## config.mk

```make
export PLATFORM = sky130hd
export DESIGN_NAME = mmm_emit
export DESIGN_NICKNAME = d
export VERILOG_FILES = /design/src/hw/rtl/mmm_pkg.sv /design/src/hw/rtl/mmm_emit.sv
export SDC_FILE = /design/constraint.sdc
export NUM_CORES = 1
export LEC_CHECK = 0
export ABC_AREA = 0
export BUFFER_PORTS_ARGS = -buffer_cell sky130_fd_sc_hd__clkbuf_2
export CAP_MARGIN = 25
export CORE_AREA = 2 2 524 526
export CTS_CLUSTER_SIZE = 24
export DETAILED_ROUTE_END_ITERATION = 7
export DIE_AREA = 0 0 526 528
export GPL_ROUTABILITY_DRIVEN = 0
export HOLD_SLACK_MARGIN = 0.15
export PLACE_DENSITY_LB_ADDON = 0.1
export SLEW_MARGIN = 20
export SYNTH_ARGS = -nofsm -noshare
export SYNTH_HDL_FRONTEND = slang
export SYNTH_SLANG_ARGS = --single-unit
```

## constraint.sdc

```tcl
create_clock -name clk -period 12.4 [get_ports clk]
set_clock_uncertainty 0.15 [all_clocks]
set_input_delay 2.48 -clock clk [delete_from_list [all_inputs] [get_ports clk]]
set_output_delay 2.48 -clock clk [all_outputs]
set_load 0.02 [all_outputs]
```

## src/hw/rtl/mmm_pkg.sv

```systemverilog
package mmm_pkg;

  localparam int unsigned LANES  = 16;
  localparam int unsigned ROWS   = 16;
  localparam int unsigned IDX_W  = 4;
  localparam int unsigned CNT_W  = 5;
  localparam int unsigned SMP_W  = 16;
  localparam int unsigned COEF_W = 18;
  localparam int unsigned PROD_W = SMP_W + COEF_W;
  localparam int unsigned SUM_W  = PROD_W + 1;
  localparam int unsigned ACC_W  = 40;
  localparam int unsigned FRAC   = 14;

  typedef logic signed [SMP_W-1:0]    smp_t;
  typedef logic signed [COEF_W-1:0]   coef_t;
  typedef logic signed [PROD_W-1:0]   prod_t;
  typedef logic signed [ACC_W-1:0]    acc_t;
  typedef logic [2*COEF_W-1:0]        cword_t;  // {im, re}

  typedef enum logic [1:0] {
    CFG_IN_CH  = 2'd0,
    CFG_OUT_CH = 2'd1,
    CFG_CPLX   = 2'd2
  } cfg_idx_t;

  typedef enum logic {
    KIND_SAMPLE = 1'b0,
    KIND_COEF   = 1'b1
  } kind_t;

  // per-sample control carried down the pipeline
  typedef struct packed {
    logic             valid;
    logic             first;
    logic             last;
    logic             gap;
    logic             cplx;
    logic [CNT_W-1:0] n_out;
  } pctl_t;

  // channel count: zero reads as one, anything above 16 as 16
  function automatic logic [CNT_W-1:0] clamp_cnt(input logic [CNT_W-1:0] v);
    logic [CNT_W-1:0] r;
    r = v;
    if (v == '0) r = CNT_W'(1);
    else if (v > CNT_W'(LANES)) r = CNT_W'(LANES);
    return r;
  endfunction

  // round half up by 2^-14 then saturate to Q1.15
  function automatic smp_t round_sat(input acc_t a);
    logic signed [ACC_W:0]     t;
    logic [ACC_W-FRAC:0]       r;
    smp_t                      o;
    t = {a[ACC_W-1], a} + (ACC_W+1)'(1 << (FRAC-1));
    r = t[ACC_W:FRAC];
    if ((&r[ACC_W-FRAC:SMP_W-1]) || ~(|r[ACC_W-FRAC:SMP_W-1])) o = r[SMP_W-1:0];
    else if (r[ACC_W-FRAC]) o = {1'b1, {(SMP_W-1){1'b0}}};
    else o = {1'b0, {(SMP_W-1){1'b1}}};
    return o;
  endfunction

endpackage

```

## src/hw/rtl/mmm_emit.sv

```systemverilog
// Frame buffer, output register: drains one channel per cycle unless stalled.
module mmm_emit (
  input  logic                 clk,
  input  logic                 rst_n,
  input  logic                 load,
  input  mmm_pkg::pctl_t       ctl,
  input  mmm_pkg::acc_t        sum_re [mmm_pkg::LANES],
  input  mmm_pkg::acc_t        sum_im [mmm_pkg::LANES],
  output logic                 busy,
  output logic                 out_tvalid,
  input  logic                 out_tready,
  output logic [39:0]          out_tdata,
  output logic                 out_tlast
);

  mmm_pkg::acc_t                buf_re_r [mmm_pkg::LANES];
  mmm_pkg::acc_t                buf_im_r [mmm_pkg::LANES];
  logic                         bvld_r;
  logic                         bgap_r;
  logic                         bcplx_r;
  logic [mmm_pkg::CNT_W-1:0]    bn_r;
  logic [mmm_pkg::IDX_W-1:0]    bidx_r;
  logic                         ov_r;
  logic                         olast_r;
  logic [mmm_pkg::IDX_W-1:0]    och_r;
  mmm_pkg::smp_t                ore_r;
  mmm_pkg::smp_t                oim_r;
  logic                         take;
  logic                         blast;

  // buffer frees up on the edge its last channel moves to the output register
  assign busy  = bvld_r && !(take && blast);
  assign take  = bvld_r && (!ov_r || out_tready);
  assign blast = (mmm_pkg::CNT_W'(bidx_r) + mmm_pkg::CNT_W'(1)) == bn_r;

  always_ff @(posedge clk) begin
    if (load) begin
      buf_re_r <= sum_re;
      buf_im_r <= sum_im;
      bgap_r   <= ctl.gap;
      bcplx_r  <= ctl.cplx;
      bn_r     <= ctl.n_out;
    end
  end

  // buffer walk
  always_ff @(posedge clk) begin
    if (!rst_n) begin
      bvld_r <= 1'b0;
      bidx_r <= '0;
    end else if (load) begin
      bvld_r <= 1'b1;
      bidx_r <= '0;
    end else if (take) begin
      bvld_r <= !blast;
      bidx_r <= bidx_r + mmm_pkg::IDX_W'(1);
    end
  end

  // output register
  always_ff @(posedge clk) begin
    if (!rst_n) ov_r <= 1'b0;
    else if (take) ov_r <= 1'b1;
    else if (out_tready) ov_r <= 1'b0;
  end

  always_ff @(posedge clk) begin
    if (take) begin
      och_r   <= bidx_r;
      olast_r <= blast;
      ore_r   <= bgap_r ? '0 : mmm_pkg::round_sat(buf_re_r[bidx_r]);
      oim_r   <= (bgap_r || !bcplx_r) ? '0 : mmm_pkg::round_sat(buf_im_r[bidx_r]);
    end
  end

  assign out_tvalid = ov_r;
  assign out_tlast  = olast_r;
  assign out_tdata  = {4'b0000, oim_r, ore_r, och_r};

endmodule

```

==> results.md <==
- Final Setup Violations: 0
- Dpl hpwl: 129000 um
- Post-CTS Hold Buffers: 0
- CP Capture Type: primary output
- Pwr Density: 156 mW/mm^2
- Relative slew slack: 24.3%
- Worst vdd ir: 103 uV
- Worst hold start: bvld_r$_SDFFE_PN0P_
- Top cell type's share of synthesized area: 73.8%
- TritonCTS clock tree: done
- Most frequent cells after synthesis: edfxtp_1, mux4_2, mux2i_1
- Cells after Synth: 1722
- CP Launch Point: bidx_r[0]$_SDFFE_PP0P_
- Final WS setup: 5.30 ns
- Leak pwr: 0.0172 uW
- Max Freq: 141 MHz
- Clock slew at reported path FFs: 0.06 ns
- First-pass GRT wire length: 220000 um
- Routed WL per cell: 26.1 um
- R2R setup slack: 5.70 ns
- Worst EP arrival: 4.47 ns
- Via/cell ratio: 3.35
- Total gr overflow: 0
- CTS sink cnt: 914
- Compound-Gate Fraction of Synth Area: 3.62%
- Clk_lat worst skew: 0.88 ns
- Worst Max-Slew Pin Slew: 1.14 ns
- Synth Cell Area: 0.0369 sq mm
- # rows: 192
- Tmin final: 7.10 ns
- Sw Pwr: 1870 uW
- Synthesis-stage register bit count: 914
- Final net count: 4016
- Vias: 21600
- Clk root buf: clkbuf_16
- Most area-consuming cells after synthesis: edfxtp_1, mux4_2, mux4_1
- DIE AREA: 0.278 sq mm
- Xor and xnor area share after synthesis: 1.04%
- Internal: 5840 uW
- Die Width: 526 um
- Initial DRC Count: 1218
- Post-synth cell types: 83
- Syn_area_per_cell: 21.4 sq um
- Final WL: 168000 um
- Hold crit path type: reg2reg
- Iteration count of the initial detailed-routing pass: 4
- Combinational power share: 7.6%
- Most common cell in the netlist: edfxtp_1
- Drt drc: 0
- Critical-path cell list: buf_4, buf_4, ha_1, nor3b_1, o21ai_0, o21ai_0, nor2_1, a2111oi_0, a21oi_1, clkbuf_2
- Clock tree buffer depth: 4
- Req. time, crit path: 9.77 ns
- Number of post-CTS setup repair buffers: 0
- Seq/Total Area, Yosys: 74.2%
- Worst slack, placed: 5.40 ns
- Switching power share of the total: 24.3%
- Total core area: 0.272 sq mm
- PostCTS Resize Cnt: 0
- Worst-path fanout max: 28
- Final hold violation count: 0
- Post-Synth Simple-Gate Area: 3.18%
- Top Ports: 1337
- CP max stage delay: 0.69 ns
- Sequential power share: 48.6%
- Crit Path Class: reg2out
- Htree depth: 3
- Setup TNS: 0 ns
- Clock Power Share: 43.8%
- Crit start category: flop
- TritonCTS Buffers: 125
- Max-cap violations: 0
- Status: completed
- Slowest-stage cell, CP: dfxtp_4
- Post-synth ARST share: 0%
- Die H: 528 um
- Worst r2r src: bidx_r[0]$_SDFFE_PP0P_
- Layout area overhead: 33.9%
- Number of synthesized flops with an enable pin: 908
- Largest family of logic cells by synthesized area: multiplexers
- Final worst-path cycle share: 57.3%
- Vias in the first global route: 23000
- Share of cells above drive strength 1: 46.6%
- Total power: 7710 uW
- RSZ-0062 raised after global routing: no
- Top_reg_cell synth: edfxtp_1
- Tot GR Track Use: 11.8%
- Antenna violations before repair: 168
- # port buffers: 913
- Post-synth top area cell: edfxtp_1
- Initial Util: 13.6%
- Post-synthesis mux area share: 15.5%
- Slew Limit Fails: 0
- Yosys warns: 0
- Pin count of the biggest net entering global routing: 152
- Antenna viol nets, final: 0
- Post-Synth Adder-Cell Area: 0.102%
-- registers in the layout (all words and copies together), names as in the netlist --
name / count
bcplx_r: 1
bgap_r: 1
bidx_r: 4
bn_r: 5
buf_im_r: 432
buf_re_r: 432
bvld_r: 1
och_r: 4
oim_r: 16
ore_r: 16
out_tlast: 1
out_tvalid: 1
-- through the flow --
step | util (%) | cells | instance area [sq um] | hold WS, ns
after floorplan | - | 1725 | 36900 | 0.253
after global placement | 16.7 | 6179 | 45600 | 0.333
after detailed placement | 16.7 | 6181 | 45600 | 0.336
after CTS | 18.1 | 6406 | 49300 | 0.344
after global routing | 18.1 | 6418 | 49400 | 0.381
final | 18.1 | 6448 | 49400 | 0.341
-- layout make-up --
type,count,area (sq um)
clock inverters,70,460
diodes,42,105
repair buffers,959,4980
flip-flops and latches,914,27400
clock buffers,155,3280
well taps,3589,4490
inverters,8,30.0
fillers,29600,223000
multi-input cells,711,8700
-- cell families after synthesis --
| group | Yosys count |
|---|---|
| XOR/XNOR | 44 |
| other | 1 |
| flip-flops | 914 |
| buffers and inverters | 100 |
| multiplexers | 289 |
| AO/OA/AOI/OAI | 162 |
| adder cells (fa/ha/maj) | 3 |
| AND/OR/NAND/NOR | 209 |
-- worst max-delay path: cells and delay by family, from the launching register on --
kind	cells	cell delay, ns
compound gates	4	0.88
fa+ha+maj	1	0.37
buf+inv	3	1.28
flops	1	0.69
simple gates	2	0.26
-- cell usage in the layout (no fill, tap or decap), types with 34 or more instances in the layout --
master     instances
diode_2           42
clkinv_1          34
nand2_1           46
clkbuf_2         912
edfxtp_1         908
buf_4             41
mux4_2           143
mux2i_1           81
mux4_1            61
clkbuf_16        126
-- worst paths after layout --
| kind | end | cells after the start |
|---|---|---|
| worst max register to register | oim_r[4]$_SDFFCE_PP0P_ | 12 |
| worst min register to register | out_tvalid$_SDFFE_PN0P_ | 2 |
| worst min-delay path | out_tvalid$_SDFFE_PN0P_ | 2 |
| worst max-delay path | busy | 10 |
-- routing by layer --
layer | global-route usage [%] | wire length [um] | vias up
met5 | 0 | 1210 | -
met4 | 3.05 | 3810 | 196
met1 | 14.1 | 67300 | 10600
li1 | - | - | 9426
met3 | 6.20 | 19600 | 404
met2 | 18.5 | 76500 | 956
-- power by group through the flow --
stage / sequential, uW / combinational [uW] / clock (uW)
floorplan: 3780 / 246 / 0
detailed placement: 3810 / 615 / 0
finish: 3740 / 584 / 3380
global placement: 3820 / 615 / 0
CTS: 3750 / 618 / 3570
global route: 3770 / 647 / 3660
No activity file was read; power rests on OpenSTA's default activity.
